[src/pida_pkg.sv]
// Shared types and codes for the positional insert/delete array.
// No dependencies; the other files that use this package refer to it by scoped names.
package pida_pkg;

    typedef enum logic [2:0] {
        KIND_APPEND  = 3'd0,
        KIND_INSERT  = 3'd1,
        KIND_DELETE  = 3'd2,
        KIND_UPDATE  = 3'd3,
        KIND_DISPLAY = 3'd4
    } kind_t;

    typedef enum logic [1:0] {
        ST_ELEM    = 2'd0,
        ST_EMPTY   = 2'd1,
        ST_BAD_POS = 2'd2,
        ST_FULL    = 2'd3
    } res_status_t;

    typedef enum logic [3:0] {
        S_IDLE,
        S_DECODE,
        S_SHIFT_RD,
        S_SHIFT_WR,
        S_COMMIT,
        S_EMIT_RD,
        S_EMIT_LOAD,
        S_ERR_FULL,
        S_ERR_POS,
        S_ERR_EMPTY
    } state_t;

    typedef enum logic [2:0] {
        PTR_HOLD,
        PTR_SHIFT_INIT,
        PTR_ZERO,
        PTR_STEP,
        PTR_INC
    } ptr_op_t;

    typedef enum logic [2:0] {
        RD_NONE,
        RD_SRC,
        RD_SRC_NEXT,
        RD_ZERO,
        RD_NEXT
    } rd_sel_t;

    typedef enum logic [1:0] {
        OUT_NONE,
        OUT_ELEM,
        OUT_ERR
    } out_op_t;

    typedef struct packed {
        logic        take;
        logic        append;
        logic        shift_wr;
        logic        commit;
        ptr_op_t     ptr_op;
        rd_sel_t     rd_sel;
        out_op_t     out_op;
        res_status_t err_status;
    } ctl_cmd_t;

    typedef struct packed {
        logic [2:0] kind;
        logic       full;
        logic       empty;
        logic       ins_pos_bad;
        logic       edit_pos_bad;
        logic       ins_shift;
        logic       del_shift;
        logic       shift_last;
        logic       elem_last;
        logic       can_load;
    } dp_stat_t;

endpackage

[src/pida_if.sv]
// Valid/ready channel interfaces for input words and result words.
// Depends on nothing; used by the top level.
interface pida_item_if;
    logic               valid;
    logic               ready;
    logic [2:0]         kind;
    logic [4:0]         position;
    logic signed [31:0] value;

    modport source (output valid, kind, position, value, input ready);
    modport sink   (input valid, kind, position, value, output ready);
endinterface

interface pida_result_if;
    logic               valid;
    logic               ready;
    logic signed [31:0] element;
    logic [3:0]         index;
    logic               last;
    logic [1:0]         status;

    modport source (output valid, element, index, last, status, input ready);
    modport sink   (input valid, element, index, last, status, output ready);
endinterface

[src/pida_ctrl.sv]
// Sequencing state machine: decode, shift loop, commit, result emission.
// Depends on pida_pkg; drives the datapath through ctl_cmd_t.
module pida_ctrl (
    input  logic                clk,
    input  logic                rst_n,
    input  logic                item_valid,
    output logic                item_ready,
    input  pida_pkg::dp_stat_t  stat,
    output pida_pkg::ctl_cmd_t  cmd
);

    pida_pkg::state_t state_reg;
    pida_pkg::state_t state_next;

    always_ff @(posedge clk or negedge rst_n)
    begin
        if (!rst_n)
        begin
            state_reg <= pida_pkg::S_IDLE;
        end
        else
        begin
            state_reg <= state_next;
        end
    end

    always_comb
    begin
        state_next     = state_reg;
        item_ready     = 1'b0;
        cmd.take       = 1'b0;
        cmd.append     = 1'b0;
        cmd.shift_wr   = 1'b0;
        cmd.commit     = 1'b0;
        cmd.ptr_op     = pida_pkg::PTR_HOLD;
        cmd.rd_sel     = pida_pkg::RD_NONE;
        cmd.out_op     = pida_pkg::OUT_NONE;
        cmd.err_status = pida_pkg::ST_ELEM;

        case (state_reg)
            pida_pkg::S_IDLE:
            begin
                item_ready = 1'b1;
                if (item_valid)
                begin
                    cmd.take   = 1'b1;
                    state_next = pida_pkg::S_DECODE;
                end
            end

            pida_pkg::S_DECODE:
            begin
                case (stat.kind)
                    pida_pkg::KIND_APPEND:
                    begin
                        if (stat.full)
                        begin
                            state_next = pida_pkg::S_ERR_FULL;
                        end
                        else
                        begin
                            cmd.append = 1'b1;
                            state_next = pida_pkg::S_IDLE;
                        end
                    end
                    pida_pkg::KIND_INSERT:
                    begin
                        // full check wins over the position check
                        if (stat.full)
                        begin
                            state_next = pida_pkg::S_ERR_FULL;
                        end
                        else if (stat.ins_pos_bad)
                        begin
                            state_next = pida_pkg::S_ERR_POS;
                        end
                        else if (stat.ins_shift)
                        begin
                            cmd.ptr_op = pida_pkg::PTR_SHIFT_INIT;
                            state_next = pida_pkg::S_SHIFT_RD;
                        end
                        else
                        begin
                            state_next = pida_pkg::S_COMMIT;
                        end
                    end
                    pida_pkg::KIND_DELETE:
                    begin
                        if (stat.edit_pos_bad)
                        begin
                            state_next = pida_pkg::S_ERR_POS;
                        end
                        else if (stat.del_shift)
                        begin
                            cmd.ptr_op = pida_pkg::PTR_SHIFT_INIT;
                            state_next = pida_pkg::S_SHIFT_RD;
                        end
                        else
                        begin
                            state_next = pida_pkg::S_COMMIT;
                        end
                    end
                    pida_pkg::KIND_UPDATE:
                    begin
                        if (stat.edit_pos_bad)
                        begin
                            state_next = pida_pkg::S_ERR_POS;
                        end
                        else
                        begin
                            state_next = pida_pkg::S_COMMIT;
                        end
                    end
                    pida_pkg::KIND_DISPLAY:
                    begin
                        state_next = pida_pkg::S_EMIT_RD;
                    end
                    default:
                    begin
                        state_next = pida_pkg::S_IDLE;
                    end
                endcase
            end

            pida_pkg::S_SHIFT_RD:
            begin
                cmd.rd_sel = pida_pkg::RD_SRC;
                state_next = pida_pkg::S_SHIFT_WR;
            end

            pida_pkg::S_SHIFT_WR:
            begin
                // write this entry and fetch the source of the next one together
                cmd.shift_wr = 1'b1;
                cmd.ptr_op   = pida_pkg::PTR_STEP;
                if (stat.shift_last)
                begin
                    state_next = pida_pkg::S_COMMIT;
                end
                else
                begin
                    cmd.rd_sel = pida_pkg::RD_SRC_NEXT;
                end
            end

            pida_pkg::S_COMMIT:
            begin
                cmd.commit = 1'b1;
                state_next = pida_pkg::S_EMIT_RD;
            end

            pida_pkg::S_EMIT_RD:
            begin
                if (stat.empty)
                begin
                    state_next = pida_pkg::S_ERR_EMPTY;
                end
                else
                begin
                    cmd.ptr_op = pida_pkg::PTR_ZERO;
                    cmd.rd_sel = pida_pkg::RD_ZERO;
                    state_next = pida_pkg::S_EMIT_LOAD;
                end
            end

            pida_pkg::S_EMIT_LOAD:
            begin
                if (stat.can_load)
                begin
                    cmd.out_op = pida_pkg::OUT_ELEM;
                    if (stat.elem_last)
                    begin
                        state_next = pida_pkg::S_IDLE;
                    end
                    else
                    begin
                        cmd.ptr_op = pida_pkg::PTR_INC;
                        cmd.rd_sel = pida_pkg::RD_NEXT;
                    end
                end
            end

            pida_pkg::S_ERR_FULL:
            begin
                cmd.err_status = pida_pkg::ST_FULL;
                if (stat.can_load)
                begin
                    cmd.out_op = pida_pkg::OUT_ERR;
                    state_next = pida_pkg::S_IDLE;
                end
            end

            pida_pkg::S_ERR_POS:
            begin
                cmd.err_status = pida_pkg::ST_BAD_POS;
                if (stat.can_load)
                begin
                    cmd.out_op = pida_pkg::OUT_ERR;
                    state_next = pida_pkg::S_IDLE;
                end
            end

            pida_pkg::S_ERR_EMPTY:
            begin
                cmd.err_status = pida_pkg::ST_EMPTY;
                if (stat.can_load)
                begin
                    cmd.out_op = pida_pkg::OUT_ERR;
                    state_next = pida_pkg::S_IDLE;
                end
            end

            default:
            begin
                state_next = pida_pkg::S_IDLE;
            end
        endcase
    end

endmodule

[src/pida_datapath.sv]
// Element memory, count, pointer, address muxing and the output word register.
// Depends on pida_pkg; commanded by pida_ctrl.
module pida_datapath #(
    parameter int DEPTH = 16
) (
    input  logic                clk,
    input  logic                rst_n,
    input  pida_pkg::ctl_cmd_t  cmd,
    output pida_pkg::dp_stat_t  stat,
    input  logic [2:0]          in_kind,
    input  logic [4:0]          in_position,
    input  logic signed [31:0]  in_value,
    output logic                out_valid,
    input  logic                out_ready,
    output logic signed [31:0]  out_element,
    output logic [3:0]          out_index,
    output logic                out_last,
    output logic [1:0]          out_status
);

    localparam int CW   = $clog2(DEPTH + 1);
    localparam int AW   = $clog2(DEPTH);
    localparam int CMPW = (CW > 5) ? CW : 5;
    localparam int EW   = CMPW + 1;

    logic [2:0]         kind_reg;
    logic [4:0]         pos_reg;
    logic signed [31:0] value_reg;
    logic [CW-1:0]      count_reg;
    logic [AW-1:0]      ptr_reg;
    logic signed [31:0] rd_data_reg;

    logic signed [31:0] mem [DEPTH];

    logic               out_valid_reg;
    logic signed [31:0] out_element_reg;
    logic [3:0]         out_index_reg;
    logic               out_last_reg;
    logic [1:0]         out_status_reg;

    logic               is_insert;
    logic [AW-1:0]      ptr_shift;
    logic [AW-1:0]      ptr_shift2;
    logic [EW-1:0]      pos_ext;
    logic [EW-1:0]      count_ext;
    logic [EW-1:0]      ptr_ext;

    logic               rd_en;
    logic [AW-1:0]      rd_addr;
    logic               wr_en;
    logic [AW-1:0]      wr_addr;
    logic signed [31:0] wr_data;

    assign is_insert  = (kind_reg == pida_pkg::KIND_INSERT);
    // insert moves entries up (source below), delete moves them down
    assign ptr_shift  = is_insert ? (ptr_reg - AW'(1)) : (ptr_reg + AW'(1));
    assign ptr_shift2 = is_insert ? (ptr_reg - AW'(2)) : (ptr_reg + AW'(2));
    assign pos_ext    = EW'(pos_reg);
    assign count_ext  = EW'(count_reg);
    assign ptr_ext    = EW'(ptr_reg);

    assign stat.kind         = kind_reg;
    assign stat.full         = (count_ext == EW'(DEPTH));
    assign stat.empty        = (count_reg == '0);
    assign stat.ins_pos_bad  = (pos_ext > count_ext);
    assign stat.edit_pos_bad = (pos_ext >= count_ext);
    assign stat.ins_shift    = (count_ext > pos_ext);
    assign stat.del_shift    = ((pos_ext + EW'(1)) < count_ext);
    assign stat.shift_last   = is_insert ? (ptr_ext == (pos_ext + EW'(1)))
                                         : ((ptr_ext + EW'(2)) == count_ext);
    assign stat.elem_last    = ((ptr_ext + EW'(1)) == count_ext);
    assign stat.can_load     = !out_valid_reg || out_ready;

    always_ff @(posedge clk)
    begin
        if (cmd.take)
        begin
            kind_reg  <= in_kind;
            pos_reg   <= in_position;
            value_reg <= in_value;
        end
    end

    always_ff @(posedge clk or negedge rst_n)
    begin
        if (!rst_n)
        begin
            count_reg <= '0;
        end
        else if (cmd.append)
        begin
            count_reg <= count_reg + CW'(1);
        end
        else if (cmd.commit)
        begin
            if (kind_reg == pida_pkg::KIND_INSERT)
            begin
                count_reg <= count_reg + CW'(1);
            end
            else if (kind_reg == pida_pkg::KIND_DELETE)
            begin
                count_reg <= count_reg - CW'(1);
            end
        end
    end

    always_ff @(posedge clk or negedge rst_n)
    begin
        if (!rst_n)
        begin
            ptr_reg <= '0;
        end
        else
        begin
            case (cmd.ptr_op)
                pida_pkg::PTR_SHIFT_INIT: ptr_reg <= is_insert ? AW'(count_reg) : AW'(pos_reg);
                pida_pkg::PTR_ZERO:       ptr_reg <= '0;
                pida_pkg::PTR_STEP:       ptr_reg <= ptr_shift;
                pida_pkg::PTR_INC:        ptr_reg <= ptr_reg + AW'(1);
                default:                  ptr_reg <= ptr_reg;
            endcase
        end
    end

    always_comb
    begin
        rd_en   = 1'b1;
        rd_addr = '0;
        case (cmd.rd_sel)
            pida_pkg::RD_SRC:      rd_addr = ptr_shift;
            pida_pkg::RD_SRC_NEXT: rd_addr = ptr_shift2;
            pida_pkg::RD_ZERO:     rd_addr = '0;
            pida_pkg::RD_NEXT:     rd_addr = ptr_reg + AW'(1);
            default:               rd_en   = 1'b0;
        endcase
    end

    always_comb
    begin
        wr_en   = 1'b0;
        wr_addr = AW'(pos_reg);
        wr_data = value_reg;
        if (cmd.append)
        begin
            wr_en   = 1'b1;
            wr_addr = AW'(count_reg);
        end
        else if (cmd.shift_wr)
        begin
            wr_en   = 1'b1;
            wr_addr = ptr_reg;
            wr_data = rd_data_reg;
        end
        else if (cmd.commit && (kind_reg == pida_pkg::KIND_INSERT ||
                                kind_reg == pida_pkg::KIND_UPDATE))
        begin
            wr_en = 1'b1;
        end
    end

    always_ff @(posedge clk)
    begin
        if (wr_en)
        begin
            mem[wr_addr] <= wr_data;
        end
    end

    always_ff @(posedge clk)
    begin
        if (rd_en)
        begin
            rd_data_reg <= mem[rd_addr];
        end
    end

    always_ff @(posedge clk or negedge rst_n)
    begin
        if (!rst_n)
        begin
            out_valid_reg <= 1'b0;
        end
        else if (cmd.out_op != pida_pkg::OUT_NONE)
        begin
            out_valid_reg <= 1'b1;
        end
        else if (out_ready)
        begin
            out_valid_reg <= 1'b0;
        end
    end

    always_ff @(posedge clk)
    begin
        case (cmd.out_op)
            pida_pkg::OUT_ELEM:
            begin
                out_element_reg <= rd_data_reg;
                out_index_reg   <= 4'(ptr_reg);
                out_last_reg    <= stat.elem_last;
                out_status_reg  <= pida_pkg::ST_ELEM;
            end
            pida_pkg::OUT_ERR:
            begin
                out_element_reg <= '0;
                out_index_reg   <= '0;
                out_last_reg    <= 1'b1;
                out_status_reg  <= cmd.err_status;
            end
            default:
            begin
                out_element_reg <= out_element_reg;
            end
        endcase
    end

    assign out_valid   = out_valid_reg;
    assign out_element = out_element_reg;
    assign out_index   = out_index_reg;
    assign out_last    = out_last_reg;
    assign out_status  = out_status_reg;

endmodule

[src/positional_insert_delete_array_top.sv]
// Positional insert/delete array: ordered list of up to DEPTH signed words with
// append, insert, delete, update and display. Takes one input word at a time.
// Insert and delete move each later entry through the element memory, which
// has one read and one write port, one entry per cycle after a read prime
// state; each edit then lists the array, one result per cycle while the
// result channel is not stalled. After reset no clearing is needed.
// Depends on pida_pkg, pida_if, pida_ctrl and pida_datapath.
module positional_insert_delete_array_top #(
    parameter int DEPTH = 16
) (
    input  logic           clk,
    input  logic           rst_n,
    pida_item_if.sink      item,
    pida_result_if.source  result
);

    pida_pkg::ctl_cmd_t cmd;
    pida_pkg::dp_stat_t stat;

    pida_ctrl u_ctrl (
        .clk        (clk),
        .rst_n      (rst_n),
        .item_valid (item.valid),
        .item_ready (item.ready),
        .stat       (stat),
        .cmd        (cmd)
    );

    pida_datapath #(
        .DEPTH (DEPTH)
    ) u_datapath (
        .clk         (clk),
        .rst_n       (rst_n),
        .cmd         (cmd),
        .stat        (stat),
        .in_kind     (item.kind),
        .in_position (item.position),
        .in_value    (item.value),
        .out_valid   (result.valid),
        .out_ready   (result.ready),
        .out_element (result.element),
        .out_index   (result.index),
        .out_last    (result.last),
        .out_status  (result.status)
    );

endmodule

[src/flat_wrapper.sv]
// flat-port wrapper written by rule: the top's interface ports become plain ports
module positional_insert_delete_array_top_flat 
#(
    parameter int DEPTH = 16
)
  (clk, rst_n, item_valid, item_kind, item_position, item_value, item_ready, result_valid, result_element, result_index, result_last, result_status, result_ready);
  pida_item_if item_i ();
  pida_result_if result_i ();
  input  logic clk;
  input  logic rst_n;
  input wire logic [$bits(item_i.valid)-1:0] item_valid;
  input wire logic [$bits(item_i.kind)-1:0] item_kind;
  input wire logic [$bits(item_i.position)-1:0] item_position;
  input wire logic [$bits(item_i.value)-1:0] item_value;
  output wire logic [$bits(item_i.ready)-1:0] item_ready;
  output wire logic [$bits(result_i.valid)-1:0] result_valid;
  output wire logic [$bits(result_i.element)-1:0] result_element;
  output wire logic [$bits(result_i.index)-1:0] result_index;
  output wire logic [$bits(result_i.last)-1:0] result_last;
  output wire logic [$bits(result_i.status)-1:0] result_status;
  input wire logic [$bits(result_i.ready)-1:0] result_ready;
  assign item_i.valid = item_valid;
  assign item_i.kind = item_kind;
  assign item_i.position = item_position;
  assign item_i.value = item_value;
  assign item_ready = item_i.ready;
  assign result_valid = result_i.valid;
  assign result_element = result_i.element;
  assign result_index = result_i.index;
  assign result_last = result_i.last;
  assign result_status = result_i.status;
  assign result_i.ready = result_ready;
  positional_insert_delete_array_top #(.DEPTH(DEPTH)) u_core (.clk(clk), .rst_n(rst_n), .item(item_i), .result(result_i));
endmodule
[config.mk]
export PLATFORM = sky130hd
export DESIGN_NAME = positional_insert_delete_array_top_flat
export DESIGN_NICKNAME = d
export VERILOG_FILES = /design/src/pida_pkg.sv /design/src/pida_if.sv /design/src/pida_ctrl.sv /design/src/pida_datapath.sv /design/src/positional_insert_delete_array_top.sv /design/src/flat_wrapper.sv
export SDC_FILE = /design/constraint.sdc
export NUM_CORES = 1
export LEC_CHECK = 0
export ABC_AREA = 1
export BUFFER_PORTS_ARGS = -buffer_cell sky130_fd_sc_hd__clkbuf_2
export CAP_MARGIN = 10
export CORE_ASPECT_RATIO = 0.8
export CORE_MARGIN = 8
export CORE_UTILIZATION = 65
export CTS_BUF_LIST = sky130_fd_sc_hd__clkbuf_2
export CTS_CLUSTER_DIAMETER = 80
export DETAILED_ROUTE_END_ITERATION = 10
export PLACE_DENSITY_LB_ADDON = 0.08
export SKIP_LAST_GASP = 1
export SYNTH_ARGS = -nofsm -noshare
export SYNTH_HDL_FRONTEND = slang
export SYNTH_SLANG_ARGS = --single-unit
[constraint.sdc]
create_clock -name clk -period 4.65 [get_ports clk]
set_clock_uncertainty 0.15 [all_clocks]
set_input_delay 0.93 -clock clk [delete_from_list [all_inputs] [get_ports clk]]
set_output_delay 0.93 -clock clk [all_outputs]
set_load 0.005 [all_outputs]
# Word level (Yosys, flattened, before mapping)
# Memories as Yosys holds them, arrays and structs flattened. A register that Yosys moved wholly into a read port is not among the register bits.
# Cells that the tools add are included.
[classes]
div = 0
n_eq_ne = 32
n_addsub = 9
n_reduce_logical = 17
n_lt_le_gt_ge = 4
shifts = 0
n_mux = 64
multipliers = 0
bitwise_logic = 0
[ops]
columns = ["operator", "n"]
rows = [
  ["2-to-1 mux 32 bit", 2],
  ["one-hot mux 32 bit (2 select lines)", 1],
  ["2-to-1 mux 4 bit", 15],
  ["one-hot mux 4 bit (8 select lines)", 1],
  ["2-to-1 mux 5 bit", 5],
  ["one-hot mux 3 bit (4 select lines)", 2],
  ["2-to-1 mux 1 bit", 22],
  ["one-hot mux 4 bit (5 select lines)", 1],
  ["equality test 3 x 2 -> 1 bit (second input constant)", 6],
  ["equality test 4 x 3 -> 1 bit (second input constant)", 4],
  ["one-hot mux 4 bit (4 select lines)", 1],
  ["one-hot mux 4 bit (3 select lines)", 1],
  ["equality test 5 bit", 2],
  ["greater-than comparator 5 bit", 2],
  ["equality test 3 x 1 -> 1 bit (second input constant)", 3],
  ["equality test 3 bit (second input constant)", 3],
  ["2-to-1 mux 3 bit", 3],
  ["equality test 4 x 2 -> 1 bit (second input constant)", 2],
  ["equality test 4 bit (second input constant)", 2],
  ["2-to-1 mux 8 bit", 1],
  ["inequality test 2 x 1 -> 1 bit (second input constant)", 4],
  ["one-hot mux 2 bit (2 select lines)", 2],
  ["one-hot mux 4 bit (2 select lines)", 1],
  ["nonzero test 2 bit", 4],
  ["33 further kinds", 36],
]
[totals]
wordCells = 138
ff_bits = 93
latchBits = 0
romBits = 0
mem_bits_rw = 512
mem_count = 1
inputBits = 44
[mem_list]
columns = ["memory", "words", "width", "rd", "rd_ports_with_merged_regs", "write_ports", "line", "rtl"]
rows = [
  ["u_core.u_datapath.mem", 16, 32, 1, 1, 1, "pida_datapath.sv:33", "logic signed [31:0] mem [DEPTH];"],
]

# Longest topological paths before layout
[depth]
ltp_word = 8
depth_mapped = 20
mapped_depth_nobuf = 18

# Cells and area by module
# A second synthesis with hierarchy kept.
[hier_totals]
cells_unflattened = 2667
area_unflattened_um2 = 28233.3
[modules_own_cells]
columns = ["module", "instances", "seq_area_each_um2", "area_per_inst_um2", "cells_each"]
rows = [
  ["pida_datapath", 1, 18958.2, 27641.5, 2563],
  ["pida_ctrl", 1, 100.1, 591.8, 104],
]

# Least setup slack after synthesis
# No wires, ideal clock.
[synth_timing]
path_kind = "reg-to-reg"
from = "register u_core.u_datapath.count_reg[0]"
to = "memory u_core.u_datapath.mem[13][0] (enable)"
required_ns = 4.079
path_stages_with_launch = 15
setup_time_ns = 0.421
slack_ns = 0.851
arrival_ns = 3.228
period_less_slack_ns = 3.799
path_buffers = 0
cell_sequence = "dfrtp_1 > inv_1 > ha_1 > inv_1 > nor3_2 > inv_1 > nor2_2 > inv_1 > nand3_1 > inv_2 > a211oi_1 > nor2_1 > inv_1 > nand3_1 > nor2_1"
[synth_between]
elab_chain_cells = 7
elab_cells_between_ends = 8
cone_classes = "eq/ne (1); mux (7)"
[synth_lines]
columns = ["element", "line", "rtl"]
rows = [
  ["start: declaration", "pida_datapath.sv:29", "logic [CW-1:0] count_reg;"],
  ["start signal: assignment", "pida_datapath.sv:92", "count_reg <= count_reg + CW'(1);"],
  ["start signal: assignment", "pida_datapath.sv:98", "count_reg <= count_reg + CW'(1);"],
  ["start signal: assignment", "pida_datapath.sv:102", "count_reg <= count_reg - CW'(1);"],
  ["equality test 5 bit", "pida_datapath.sv:63", "assign stat.full = (count_ext == EW'(DEPTH));"],
  ["2-to-1 mux 1 bit", "pida_ctrl.sv:56", "if (stat.full)"],
  ["2-to-1 mux 1 bit", "pida_ctrl.sv:53", "case (stat.kind)"],
  ["2-to-1 mux 1 bit", "pida_ctrl.sv:40", "case (state_reg)"],
  ["2-to-1 mux 1 bit", "pida_datapath.sv:143", "if (cmd.append)"],
  ["2-to-1 mux 1 bit", "pida_datapath.sv:163", "if (wr_en)"],
  ["2-to-1 mux 1 bit (implied by the code)", "pida_datapath.sv:165", "mem[wr_addr] <= wr_data;"],
  ["end: declaration", "pida_datapath.sv:33", ""],
]
# Parallel ways exist; a longest one is shown, timed or not.

# Worst setup path in the final report
[layout_timing]
from = "register u_core.u_datapath.count_reg[1]"
to = "memory u_core.u_datapath.mem[11][23] (enable)"
# Same word-level chain as after synthesis.

==> qor.txt <==
Core Area: 43300 um^2
Pwr/cell area: 546 nW/um^2
Fin Hold WS: 179 ps
CP max stage cell: nor2_4
Total CTS buffers: 152
R2r worst-path depth: 13
CTS max path bufs: 3
Worst-path cell chain: inv_2, ha_1, inv_1, nor3_2, inv_1, nor2_2, inv_1, nand3_1, nand2_1, o221ai_1, nand3_1, nor2_4, buf_12
EDFF count, synth: 623
Initial Util: 0.661
Detailed placement HPWL: 40300 um
Final hold violations: 0
WS Path Type: reg -> reg
Worst VDD drop: 347 uV
Cells after Synth: 2623
Nets: 2909
WL/cell: 20.7 um
Largest register by flop count: u_core.u_datapath.mem
Max Freq: 240 MHz
Worst-path clk slew: 100 ps
Max incr delay on CP: 750 ps
GR Overflow Total: 0
FF-to-FF Start: u_core.u_datapath.count_reg[1]$_DFFE_PN0P_
Fillers: 3082
CTS tree: built
CP bufs+invs: 5
Post-CTS Resized: 0
Antenna violations before repair: 2
Worst-path maximum fanout: 17
Root buf cell: clkbuf_2
Total negative slack: 0 ps
Synth Flop Type: edfxtp_1
Via count: 20.1k
Startpoint Class: flop
Die Height: 204 um
Reg2reg end: u_core.u_datapath.mem[11][23]$_DFFE_PP_
Setup crit end kind: flop
First-pass GRT wire length: 112000 um
Layout cell share with drive strength beyond 1: 0.151
IO Port Bufs: 84
Max-slew violations: 0
Layout area overhead: 10.5%
I/O pin cnt: 85
DRC errors left: 0
Final setup fails: 0
Critical Path AT: 4840 ps
Tcrit/Tclk final: 0.895
HP Class: in -> reg
Req. time, crit path: 5330 ps
LEAKAGE: 13.1 nW
Synth Area per Inst: 10.9 um^2
Sequential Area: 19100 um^2
H-tree Lvls: 4
Net Count, Synth: 2688
Max Cap Viol: 0
GPL Wtd Cong: 0.931
Most frequent CP cell: inv_1
Vias in the first global route: 19.8k
Number of flip-flops in the largest register: 512
Total global-route track usage: 0.284
Delay-heaviest family, CP: simple AND/OR/NAND/NOR gates
Synthesized area: 28600 um^2
Asr flop ratio synth: 0.0220
Seq/Total Area, Yosys: 0.665
Yosys cell types: 44
Largest net degree at the start of global routing: 104
Vias per inst: 5.75
Fin util: 0.731
R2r setup slk: 490 ps
Row count: 68
Status: completed
Area occupied by multi-input gates: 7210 um^2
Detail Route Antenna Nets: 0
Worst slew pin tran: 1210 ps
Initial DRC Count: 2333
RSZ-0062 raised after global routing: no
Die Area: 51100 um^2
Crit path time final: 4160 ps
Sink Count: 637
Later-pin clock latency in the skew report: 1170 ps
Routed WL: 72400 um
Detailed Routing Iterations Pass 1: 6
HP Start: item_valid
Hold Path Depth: 4
Die width: 251 um
Yosys reg bits: 637
Hold endpoint: u_core.u_ctrl.state_reg[2]$_DFFE_PN0P_
Relative slew slack: 0.188
Yosys warning total: 0
[layout by cell type, fill, tap and decap left out, types with 18 or more instances in the layout]
master         synthesis  routed
edfxtp_1             623     623
nand3_1              508     508
nand2_1              485     485
inv_1                432     432
clkbuf_2               1     295
nand3b_1             160     160
nor2_1                93      76
buf_4                 11      63
o21ai_0               51      49
dlygate4sd3_1          0      44
nor2_4                 4      22
ha_1                  20      18
[area by class of cell]
type,instances,share of cell area
diodes,6,0.000474
clock buffers,211,0.0334
clock inverters,30,0.00830
inverters,449,0.0536
multi-input cells,1397,0.228
flip-flops and latches,637,0.602
well taps,560,0.0221
repair buffers,207,0.0523
[worst max-delay path by stage]
| stage | slack [ps] | endpoint | depth (start not counted) | startpoint |
|---|---|---|---|---|
| 5_1_grt | 210 | u_core.u_datapath.mem[11][27]$_DFFE_PP_ | 13 | u_core.u_datapath.count_reg[0]$_DFFE_PN0P_ |
| 3_5_place_dp | 560 | u_core.u_datapath.mem[11][27]$_DFFE_PP_ | 13 | u_core.u_datapath.count_reg[1]$_DFFE_PN0P_ |
| 4_1_cts | 500 | u_core.u_datapath.mem[11][0]$_DFFE_PP_ | 13 | u_core.u_datapath.count_reg[1]$_DFFE_PN0P_ |
| 6_report | 490 | u_core.u_datapath.mem[11][23]$_DFFE_PP_ | 13 | u_core.u_datapath.count_reg[1]$_DFFE_PN0P_ |
| 3_3_place_gp | 560 | u_core.u_datapath.mem[11][30]$_DFFE_PP_ | 13 | u_core.u_datapath.count_reg[1]$_DFFE_PN0P_ |
| 2_1_floorplan | 850 | u_core.u_datapath.mem[13][0]$_DFFE_PP_ | 14 | u_core.u_datapath.count_reg[0]$_DFFE_PN0P_ |
[synthesized netlist by cell type, types with 2 or more instances]
cell,count,share of area
a211oi_1,5,0.0013
a21oi_1,7,0.0012
a31oi_1,3,0.00066
buf_1,6,0.00079
buf_2,90,0.016
buf_4,11,0.0029
buf_6,22,0.0087
clkbuf_1,10,0.0013
dfrtp_1,14,0.012
edfxtp_1,623,0.65
ha_1,20,0.0087
inv_1,432,0.057
inv_2,13,0.0017
inv_4,3,0.00066
nand2_1,485,0.064
nand2_2,5,0.0011
nand2_4,2,0.00079
nand3_1,508,0.089
nand3_2,3,0.0010
nand3b_1,160,0.042
nand4_1,11,0.0024
nor2_1,93,0.012
nor2_2,3,0.00066
nor2_4,4,0.0016
nor3_1,5,0.00087
o2111ai_1,2,0.00061
o211ai_1,4,0.0010
o21ai_0,51,0.0089
o221ai_1,2,0.00061
xnor2_1,3,0.00092
xor2_1,10,0.0031
[per-stage QoR]
stage	instance area, um^2	worst slack (ps)	total power [W]	std cells
floorplan	28600	851	0.0117	2623
global placement	29900	565	0.0135	3206
detailed placement	29900	563	0.0137	3206
CTS	31600	504	0.0173	3491
global route	31700	213	0.0183	3497
finish	31700	489	0.0173	3497
[metal layers]
metal	track usage	up-vias	wire length [um]
li1	-	9336	-
met1	0.392	9513	29600
met2	0.440	1133	33400
met3	0.0723	142	7650
met4	0.0994	0	1840
met5	0	-	0
[worst min-delay path, cell delays in order]
cell	delay [ps]
clkbuf_2	110
o2111ai_1	140
inv_1	140
o21ai_0	90
[power by group]
| group | switching [W] | internal, W |
|---|---|---|
| Combinational | 0.00412 | 0.00166 |
| Clock | 0.00215 | 0.00148 |
| Sequential | 0.000305 | 0.00756 |
[logic make-up (layout without fill, tap and decap cells)]
family	count (synthesis)	in the layout	share of synthesized area
other	0	6	0
AO/OA/AOI/OAI	81	81	0.0162
AND/OR/NAND/NOR	1282	1282	0.216
buffers and inverters	589	897	0.0886
adder cells (fa/ha/maj)	21	21	0.00944
flip-flops	637	637	0.665
XOR/XNOR	13	13	0.00398
[repair_timing]
| item | 4_1_cts | 5_1_grt |
|---|---|---|
| hold buffers | 44 | 0 |
| hold endpoints to repair | 55 | 0 |
| buffers inserted | 0 | 0 |
Note: power is estimated with default switching activity, not from simulation.
